## config.mk

```make
export PLATFORM = sky130hd
export DESIGN_NAME = tcp_session_state_tracker
export DESIGN_NICKNAME = d
export VERILOG_FILES = /design/src/rtl/tcpst_pkg.sv /design/src/rtl/tcpst_ram.sv /design/src/rtl/tcpst_lookup.sv /design/src/rtl/tcp_session_state_tracker.sv
export SDC_FILE = /design/constraint.sdc
export NUM_CORES = 2
export LEC_CHECK = 0
export BUFFER_PORTS_ARGS = -buffer_cell sky130_fd_sc_hd__buf_4
export CORE_UTILIZATION = 50
export DETAILED_ROUTE_END_ITERATION = 16
export GPL_TIMING_DRIVEN = 1
export PLACE_DENSITY = 0.65
export SLEW_MARGIN = 20
export SYNTH_ARGS = -nofsm -noshare
export SYNTH_HDL_FRONTEND = slang
export SYNTH_SLANG_ARGS = --single-unit
```

## constraint.sdc

```tcl
create_clock -name aclk -period 167.2 [get_ports aclk]
set_input_delay 33.44 -clock aclk [delete_from_list [all_inputs] [get_ports aclk]]
set_output_delay 33.44 -clock aclk [all_outputs]
set_load 0.005 [all_outputs]
```

## src/rtl/tcpst_pkg.sv

```systemverilog
// shared types, constants and the next-state lookup table for the tcp session state tracker
package tcpst_pkg;

    localparam int SESSIONS  = 1024;
    localparam int SESS_AW   = (SESSIONS > 1) ? $clog2(SESSIONS) : 1;
    localparam int IDX_W     = 10;
    localparam int FLAGS_W   = 8;
    localparam int STATE_W   = 4;
    localparam int IN_DATA_W = 24;
    localparam int OUT_DATA_W = 16;

    typedef enum logic [STATE_W-1:0] {
        ST_NO, ST_SS, ST_SR, ST_ES, ST_FW, ST_CW, ST_LA, ST_TW, ST_CL, ST_S2, ST_IV, ST_IG
    } state_t;

    typedef enum logic [2:0] {
        CL_SYN, CL_SYNACK, CL_FIN, CL_ACK, CL_RST, CL_NONE
    } pkt_class_t;

    typedef enum logic [1:0] {
        VD_OK, VD_FAIL, VD_IGN
    } verdict_t;

    typedef enum logic {
        OP_OPEN, OP_TRACK
    } op_t;

    localparam logic [FLAGS_W-1:0] F_FIN  = 8'h01;
    localparam logic [FLAGS_W-1:0] F_SYN  = 8'h02;
    localparam logic [FLAGS_W-1:0] F_RST  = 8'h04;
    localparam logic [FLAGS_W-1:0] F_ACK  = 8'h10;
    localparam logic [FLAGS_W-1:0] F_URG  = 8'h20;
    localparam logic [FLAGS_W-1:0] F_CARE = 8'h37;

    typedef struct packed {
        verdict_t   verdict;
        logic       flags_valid;
        pkt_class_t pkt_class;
        state_t     state;
        logic       est_mark;
        logic       wr_en;
    } lookup_res_t;

    // next state by direction, packet class and old state
    localparam state_t NS_TAB [0:1][0:5][0:9] = '{
        '{
            '{ST_SS, ST_SS, ST_IG, ST_IG, ST_IG, ST_IG, ST_IG, ST_SS, ST_SS, ST_S2},
            '{ST_IV, ST_IV, ST_IG, ST_IG, ST_IG, ST_IG, ST_IG, ST_IG, ST_IG, ST_SR},
            '{ST_IV, ST_IV, ST_FW, ST_FW, ST_LA, ST_LA, ST_LA, ST_TW, ST_CL, ST_IV},
            '{ST_ES, ST_ES, ST_ES, ST_ES, ST_CW, ST_CW, ST_TW, ST_TW, ST_CL, ST_IV},
            '{ST_IV, ST_CL, ST_CL, ST_CL, ST_CL, ST_CL, ST_CL, ST_CL, ST_CL, ST_CL},
            '{ST_IV, ST_IV, ST_IV, ST_IV, ST_IV, ST_IV, ST_IV, ST_IV, ST_IV, ST_IV}
        },
        '{
            '{ST_IV, ST_S2, ST_IV, ST_IV, ST_IV, ST_IV, ST_IV, ST_IV, ST_IV, ST_S2},
            '{ST_IV, ST_SR, ST_SR, ST_IG, ST_IG, ST_IG, ST_IG, ST_IG, ST_IG, ST_SR},
            '{ST_IV, ST_IV, ST_FW, ST_FW, ST_LA, ST_LA, ST_LA, ST_TW, ST_CL, ST_IV},
            '{ST_IV, ST_IG, ST_SR, ST_ES, ST_CW, ST_CW, ST_TW, ST_TW, ST_CL, ST_IG},
            '{ST_IV, ST_CL, ST_CL, ST_CL, ST_CL, ST_CL, ST_CL, ST_CL, ST_CL, ST_CL},
            '{ST_IV, ST_IV, ST_IV, ST_IV, ST_IV, ST_IV, ST_IV, ST_IV, ST_IV, ST_IV}
        }
    };

    function automatic pkt_class_t classify(input logic [FLAGS_W-1:0] flags);
        logic [FLAGS_W-1:0] f;
        pkt_class_t c;
        f = flags & F_CARE;
        case (f) inside
            F_SYN, F_SYN | F_URG:                 c = CL_SYN;
            F_SYN | F_ACK:                        c = CL_SYNACK;
            F_RST, F_RST | F_ACK:                 c = CL_RST;
            F_FIN | F_ACK, F_FIN | F_ACK | F_URG: c = CL_FIN;
            F_ACK, F_ACK | F_URG:                 c = CL_ACK;
            default:                              c = CL_NONE;
        endcase
        return c;
    endfunction

endpackage

```

## src/rtl/tcpst_ram.sv

```systemverilog
// generic single write port ram with registered read
module tcpst_ram #(
    parameter int WIDTH = 4,
    parameter int DEPTH = 1024,
    localparam int AW = (DEPTH > 1) ? $clog2(DEPTH) : 1
) (
    input  logic             clk,
    input  logic             we,
    input  logic [AW-1:0]    waddr,
    input  logic [WIDTH-1:0] wdata,
    input  logic             re,
    input  logic [AW-1:0]    raddr,
    output logic [WIDTH-1:0] rdata
);

    logic [WIDTH-1:0] mem [DEPTH];
    logic [WIDTH-1:0] rdata_reg;

    always_ff @(posedge clk) begin
        if (we) begin
            mem[waddr] <= wdata;
        end
        if (re) begin
            rdata_reg <= mem[raddr];
        end
    end

    assign rdata = rdata_reg;

endmodule

```

## src/rtl/tcpst_lookup.sv

```systemverilog
// flag classification and state transition lookup for one word
module tcpst_lookup import tcpst_pkg::*; (
    input  op_t                op,
    input  logic [IDX_W-1:0]   idx,
    input  logic               dir,
    input  logic [FLAGS_W-1:0] flags,
    input  logic [STATE_W-1:0] old_raw,
    output lookup_res_t        res
);

    pkt_class_t         cls;
    state_t             old_c;
    state_t             ns;
    logic               in_range;
    logic               open_ok;
    logic [FLAGS_W-1:0] g;

    always_comb begin
        cls      = classify(flags);
        old_c    = (old_raw > STATE_W'(ST_S2)) ? ST_NO : state_t'(old_raw);
        ns       = NS_TAB[dir][cls][old_c];
        in_range = (32'(idx) < 32'(SESSIONS));
        g        = flags & F_CARE & ~F_URG;
        open_ok  = (g == F_SYN) || (g == F_ACK);
    end

    always_comb begin
        res.verdict     = VD_FAIL;
        res.flags_valid = (cls != CL_NONE);
        res.pkt_class   = cls;
        res.state       = ST_NO;
        res.est_mark    = 1'b0;
        res.wr_en       = 1'b0;
        if (in_range) begin
            res.state = old_c;
            unique case (op)
                OP_OPEN: begin
                    if (open_ok) begin
                        res.verdict = VD_OK;
                        res.state   = ST_NO;
                        res.wr_en   = 1'b1;
                    end
                end
                OP_TRACK: begin
                    if (ns == ST_IV) begin
                        res.verdict = VD_FAIL;
                    end else if (ns == ST_IG) begin
                        res.verdict = VD_IGN;
                    end else begin
                        res.verdict  = VD_OK;
                        res.state    = ns;
                        res.wr_en    = 1'b1;
                        res.est_mark = (ns == ST_ES);
                    end
                end
                default: begin
                    res.verdict = VD_FAIL;
                end
            endcase
        end
    end

endmodule

```

## src/rtl/tcp_session_state_tracker.sv

```systemverilog
// top level of the tcp session state tracker
// Takes one word per cycle while the output side accepts results; back-pressure on m_tready
// stalls the input stage. The accept edge reads the 1024 x 4 session state ram into the
// input stage; once the output register is free, the flag lookup is applied, the new state
// is written back and the output register is loaded. Words that hit the same session back
// to back see the state just written through a bypass from the ram write port. Entries
// hold no defined value until an open writes them; there is no clearing pass after reset,
// so the block takes words as soon as reset drops.
module tcp_session_state_tracker import tcpst_pkg::*; (
    input  logic                  aclk,
    input  logic                  aresetn,
    input  logic                  s_tvalid,
    output logic                  s_tready,
    // session_index [9:0], direction [10], tcp_flags [18:11], zero [23:19]
    input  logic [IN_DATA_W-1:0]  s_tdata,
    // operation [0]
    input  logic                  s_tuser,
    output logic                  m_tvalid,
    input  logic                  m_tready,
    // verdict [1:0], flags_valid [2], packet_class [5:3], session_state_out [9:6],
    // established_mark [10], zero [15:11]
    output logic [OUT_DATA_W-1:0] m_tdata
);

    logic                  s_hs;
    logic                  s1_adv;
    logic                  ram_we;
    logic [STATE_W-1:0]    ram_rdata;
    logic [STATE_W-1:0]    old_raw;
    logic [IDX_W-1:0]      s_idx;
    logic                  byp_hit_next;
    lookup_res_t           res;

    logic                  s1_valid_reg;
    op_t                   s1_op_reg;
    logic [IDX_W-1:0]      s1_idx_reg;
    logic                  s1_dir_reg;
    logic [FLAGS_W-1:0]    s1_flags_reg;
    logic                  byp_hit_reg;
    logic [STATE_W-1:0]    byp_data_reg;
    logic                  m_valid_reg;
    logic [OUT_DATA_W-1:0] m_data_reg;
    logic [OUT_DATA_W-1:0] m_data_next;

    assign s_idx    = s_tdata[IDX_W-1:0];
    assign s1_adv   = !m_valid_reg || m_tready;
    assign s_tready = !s1_valid_reg || s1_adv;
    assign s_hs     = s_tvalid && s_tready;
    assign ram_we   = s1_valid_reg && s1_adv && res.wr_en;
    assign old_raw  = byp_hit_reg ? byp_data_reg : ram_rdata;

    // same session written while this word read the ram
    assign byp_hit_next = ram_we && (s1_idx_reg == s_idx);

    tcpst_ram #(
        .WIDTH (STATE_W),
        .DEPTH (SESSIONS)
    ) u_state_ram (
        .clk   (aclk),
        .we    (ram_we),
        .waddr (SESS_AW'(s1_idx_reg)),
        .wdata (res.state),
        .re    (s_hs),
        .raddr (SESS_AW'(s_idx)),
        .rdata (ram_rdata)
    );

    tcpst_lookup u_lookup (
        .op      (s1_op_reg),
        .idx     (s1_idx_reg),
        .dir     (s1_dir_reg),
        .flags   (s1_flags_reg),
        .old_raw (old_raw),
        .res     (res)
    );

    assign m_data_next = {5'b0, res.est_mark, res.state, res.pkt_class,
                          res.flags_valid, res.verdict};

    always_ff @(posedge aclk) begin
        if (!aresetn) begin
            s1_valid_reg <= 1'b0;
            m_valid_reg  <= 1'b0;
        end else begin
            if (s_tready) begin
                s1_valid_reg <= s_tvalid;
            end
            if (s1_adv) begin
                m_valid_reg <= s1_valid_reg;
            end
        end
    end

    always_ff @(posedge aclk) begin
        if (s_hs) begin
            s1_op_reg    <= op_t'(s_tuser);
            s1_idx_reg   <= s_idx;
            s1_dir_reg   <= s_tdata[IDX_W];
            s1_flags_reg <= s_tdata[IDX_W+FLAGS_W:IDX_W+1];
            byp_hit_reg  <= byp_hit_next;
            byp_data_reg <= res.state;
        end
        if (s1_valid_reg && s1_adv) begin
            m_data_reg <= m_data_next;
        end
    end

    assign m_tvalid = m_valid_reg;
    assign m_tdata  = m_data_reg;

`ifndef SYNTHESIS
    a_we_only_on_advance: assert property (@(posedge aclk) disable iff (!aresetn)
        ram_we |-> s1_valid_reg && s1_adv)
        else $error("state write without a word leaving the input stage");

    a_est_means_es: assert property (@(posedge aclk) disable iff (!aresetn)
        (s1_valid_reg && res.est_mark) |-> (res.state == ST_ES) && res.wr_en
            && (res.verdict == VD_OK))
        else $error("established mark without a stored es state");

    a_bypass_armed: assert property (@(posedge aclk) disable iff (!aresetn)
        (s_hs && ram_we && (s1_idx_reg == s_idx)) |=> byp_hit_reg && s1_valid_reg)
        else $error("back to back word on one session missed the bypass");

    a_fail_no_write: assert property (@(posedge aclk) disable iff (!aresetn)
        (s1_valid_reg && (res.verdict != VD_OK)) |-> !ram_we)
        else $error("state written on a failed or ignored word");
`endif

endmodule

```

[Word level (Yosys, flattened, before mapping)]
Memory sizes are Yosys's and may differ from the RTL's. A register that Yosys moved wholly into a read port is not among the register bits.
Cells that the tools add are included.
W data, S select, Z words.
Storage, ports and cells
  memories: 1
  RAM bits: 4096
  input bits: 29
  register bits after elaboration: 36
Memory list
  u_state_ram.mem: words 1024, bits a word 4, rd ports 1, clocked after Yosys merged registers in 1, write ports 1, line tcpst_ram.sv:16  | logic [WIDTH-1:0] mem [DEPTH];
Operators by class
  bitwise gates (word level): 4
  reductions and logical operators: 14
  equal/unequal tests: 16
  muxes and demuxes: 28
  magnitude comparators: 4
Operators with widths (number)
  $mux W240: 3
  $bmux W40 S3: 1
  $mux W40: 2
  $eq A5 B4 Y1 const B: 4
  $mux W4: 5
  $bmux W4 S4: 1
  $eq A5 B5 Y1 const B: 3
  $mux W3: 5
  $eq A4 B4 Y1 const B: 3
  $mux W6: 2
  $eq A10 B10 Y1: 1
  $eq A4 B2 Y1 const B: 2
  $pmux W4 S2: 1
  $reduce_or A2 Y1: 4
  $eq A5 B2 Y1 const B: 1
  $eq A5 B3 Y1 const B: 1
  $ge A5 B5 Y1 const B: 1
  $not A4 Y5: 1
  $ge A4 B4 Y1 const B: 1
  $gt A4 B4 Y1 const B: 1
  $logic_and A1 B1 Y1: 4
  $mux W1: 4
  $mux W2: 2
  $not A3 Y4: 1
  9 further kinds: 12

[Depth between registers and ports, before layout]
  depth in word-level cells: 21
  mapped depth: 18
  gate-level depth less buffers: 14

[Cells and area by module]
Synthesis repeated with hierarchy kept, for this count alone.
Unflattened totals
  cell total of the unflattened synthesis: 8487
  area total of the unflattened synthesis: 164471.5 um^2
Modules (own cells, without submodules)
  tcpst_ram: instances 1, cells each 8290, area each 162138.0 um^2
  tcp_session_state_tracker: instances 1, cells each 71, area each 1373.8 um^2
  tcpst_lookup: instances 1, cells each 126, area each 959.7 um^2

[Worst setup path after synthesis]
OpenSTA, ideal clock, no wires.
  path type: register to register
  start: register s1_flags_reg[1]
  end: register byp_data_reg[0], data pin
  setup slack: 87382 ps
  path buffers: 2
  required time: 154377 ps
  library setup time: 12823 ps
  period minus slack after synthesis: 79818 ps
  stages on the path, launching flop included: 15
  arrival: 66995 ps
  cell sequence: edfxtp_1 clkbuf_1 nand3b_1 a21oi_1 or2_2 inv_1 ha_1 a21oi_1 or4_1 a211oi_1 o31a_1 or3_1 buf_6 nor2_1 o311ai_0
RTL lines
  start: declaration: line tcp_session_state_tracker.sv:38  | logic [FLAGS_W-1:0] s1_flags_reg;
  start signal: assignment: line tcp_session_state_tracker.sv:99  | s1_flags_reg <= s_tdata[IDX_W+FLAGS_W:IDX_W+1];
  end signal: assignment: line tcp_session_state_tracker.sv:101  | byp_data_reg <= res.state;
  end: declaration: line tcp_session_state_tracker.sv:40  | logic [STATE_W-1:0] byp_data_reg;

[Worst setup path after layout]
  start: input port m_tready
  end: output port s_tready
Between the ends
  cells in the longest elaborated chain, start to end: 2
Ends and longest elaborated chain
  start: declaration: line tcp_session_state_tracker.sv:19  | input logic m_tready,
  $logic_or A1 B1 Y1: line tcp_session_state_tracker.sv:46  | assign s1_adv = !m_valid_reg || m_tready;
  $logic_or A1 B1 Y1: line tcp_session_state_tracker.sv:47  | assign s_tready = !s1_valid_reg || s1_adv;
  end: declaration: line tcp_session_state_tracker.sv:13  | output logic s_tready,
No other way between the ends.

==> metrics.md <==
| Metric | Value |
|---|---|
| Status | `complete, no violations` |
| Design Area, Final | `about 190000 um2` |
| Worst-path clk slew | `0.06 ns` |
| Synth unique cells | `86` |
| Post-cts gate resize count | `0` |
| Clk root buf | `clkbuf_16` |
| CTS sink cnt | `approximately 4100` |
| Grt met2 use | `38.7%` |
| Worst Path Required | `133.76 ns` |
| GP Congestion | `0.828` |
| Fin nets | `8515` |
| First-pass iteration count of the detailed router | `5` |
| Initial core utilization | `50.2%` |
| Largest cells by area after synthesis | `edfxtp_1 73%, mux4_2 12%, nor3_2 4.6%` |
| FMAX | `approximately 15 MHz` |
| Synth area leader | `edfxtp_1` |
| Die area | `343000 um2` |
| Htree depth | `5` |
| Slew headroom | `15.9%` |
| Die extent in x | `586 um` |
| Vias per cell | `6.36` |
| # hold bufs at CTS | `0` |
| Main synth FF type | `edfxtp_1` |
| VDD IR-drop max | `0.00000962 V` |
| Kind of critical path | `input port to output port` |
| Pleak | `roughly 57 nW` |
| Busiest layer in global routing | `met2` |
| Power, Total | `0.00229 W` |
| # IOs | `47` |
| Crit path time final | `67.50 ns` |
| Post-synth EDFFs | `roughly 4100` |
| Worst-Skew Late Latency | `0.97 ns` |
| Hpwl dp | `238000 um` |
| MaxCap Viol Count | `0` |
| Die Span Y | `between 500 and 600 um` |
| Final setup viols | `0` |
| Setup Slack @ Placement | `approximately 100 ns` |
| Skew final | `~0.07 ns` |
| Fin. max-slew vios | `0` |
| WL final | `413000 um` |
| Final WS setup | `99.70 ns` |
| Initial antenna violation count | `12` |
| TritonCTS Buffers | `around 410` |
| Sequential-to-total area share from yosys stat | `between 70% and 80%` |
| Ys Warns | `0` |
| Slew @ Worst Pin | `1.23 ns` |
| Synth cell count leaders | `4133 x edfxtp_1, 887 x mux4_2, 782 x nor3_2, 384 x mux2i_1, 349 x clkbuf_1` |
| RSZ-0062 raised after global routing | `false` |
| Worst Setup End Kind | `output port` |
| Layout cells sized above 1 | `29.4%` |
| Hold Fails Final Rpt | `0` |
| GRT Overall Usage | `24.1%` |
| PwrDens | `12.2 nW/um2` |
| Synth Register Bits | `4135` |
| Count leader, synth | `edfxtp_1` |
| CTS tree | `done` |
| Core region area | `340000 um2` |
| DRC viols | `0` |
| GRT met3 Usage | `just under 4%` |
| Post-route ant nets | `0` |
| Max reg flops | `4096` |
| Netlist Area Pre-Place | `170000 um2` |
| I/O Buffers | `33` |
| Syn_area_per_cell | `19.9 um2` |
| Vias in the first global route | `just under 90000` |
| Post-DR wirelength/cell | `30.9 um` |
| Via Count | `85050` |
| Area delta synth->final | `10.1%` |
| M1 GR Usage | `34.4%` |
| Largest net degree at the start of global routing | `217` |
| DR iter-0 viols | `8830` |
| Post-route setup TNS | `0 ns` |
| Max clock buf depth | `4` |
| FFs w/ async S/R, synth | `0%` |
| Synth top area share | `~73%` |
| First-pass GRT wire length | `608000 um` |
| Placed inst area | `roughly 170000 um2` |
| Crit-path max FO | `4` |
| CP Launch Type | `input port` |
| Post-Synthesis Cells | `8552` |
| Hold Path Class | `flip-flop to flip-flop` |
| Tcrit/Tclk final | `40.4%` |
| Worst EP arrival | `34.06 ns` |
| FILL cells | `25327` |
| Post-CTS setup buffers | `0` |
| Gr ovfl total | `0` |
| FP Rows | `214` |
[per-layer routing]
metal | wire length [um] | share of wire, %
met5 | 27 | 0.0065
met4 | 12600 | 3.1
met3 | 32100 | 7.8
met2 | 200000 | 48
met1 | 168000 | 41
[worst paths after layout]
kind	start	endpoint	slack, ns	cells after the start
max	m_tready	s_tready	99.70	4
max reg2reg	s1_flags_reg[1]	u_state_ram.mem[468][3]	159.15	19
min	s1_valid_reg	m_tvalid	0.53	1
min reg2reg	s1_valid_reg	m_tvalid	0.53	1
[layout make-up]
class                      instances  area, um2  share of cell area [%]
sequential                      4135     124000                    66.1
timing repair buffer             243       2250                    1.20
inverter                          20       87.6                  0.0466
tap                             4536       5680                    3.02
antenna                            1       2.50                 0.00133
clock buffer                     495      10900                    5.80
multi-input combinational       3663      41800                    22.3
clock inverter                   270       2910                    1.55
[cell usage in the layout, fill, tap and decap left out, types with 32 or more instances in the layout]
cell / Yosys / routed
a221oi_1: 37 / 37
nand2_1: 191 / 161
mux4_2: 887 / 887
a211oi_1: 32 / 32
clkinv_1: 1 / 95
buf_4: 64 / 207
a21oi_1: 160 / 160
bufinv_16: 0 / 56
edfxtp_1: 4133 / 4133
clkinv_2: 0 / 64
mux2i_1: 384 / 384
clkbuf_1: 349 / 70
o22ai_1: 84 / 84
a22oi_1: 100 / 100
o21ai_0: 88 / 87
nor3_1: 292 / 290
o221ai_1: 135 / 135
clkbuf_16: 0 / 425
nor2_1: 91 / 88
nor3_2: 782 / 784
[worst max-delay path, stage by stage]
cell and delay [ns]:
buf_4 0.11, nor2b_1 0.26, nand2_1 0.11, buf_4 0.14
[power by group]
part	total [W]	switching [W]	internal [W]
Sequential	0.00119	0.000000955	0.00119
Combinational	0.000162	0.000125	0.0000372
Clock	0.000943	0.000392	0.000551
Total	0.00229	0.000517	0.00178
[metrics by stage]
| step | utilization [%] | hold WS [ns] | instances |
|---|---|---|---|
| 4_1_cts | 55.3 | 0.536 | 13358 |
| 5_1_grt | 55.3 | 0.557 | 13363 |
| 2_1_floorplan | - | 0.477 | 8556 |
| 3_5_place_dp | 51.2 | 0.516 | 12593 |
| 3_3_place_gp | 51.2 | 0.513 | 12593 |
| 6_report | 55.3 | 0.531 | 13363 |
[cell families after synthesis]
logic type	count (synthesis)	share of synthesized area [%]
fa+ha+maj	9	0.0661
simple gates	1569	6.91
other cells	1	0.00220
mux	1277	14.0
buf+inv	758	2.84
flops	4135	72.8
compound gates	792	3.30
xor+xnor	11	0.0565
Power figures use the tool's default switching activity.
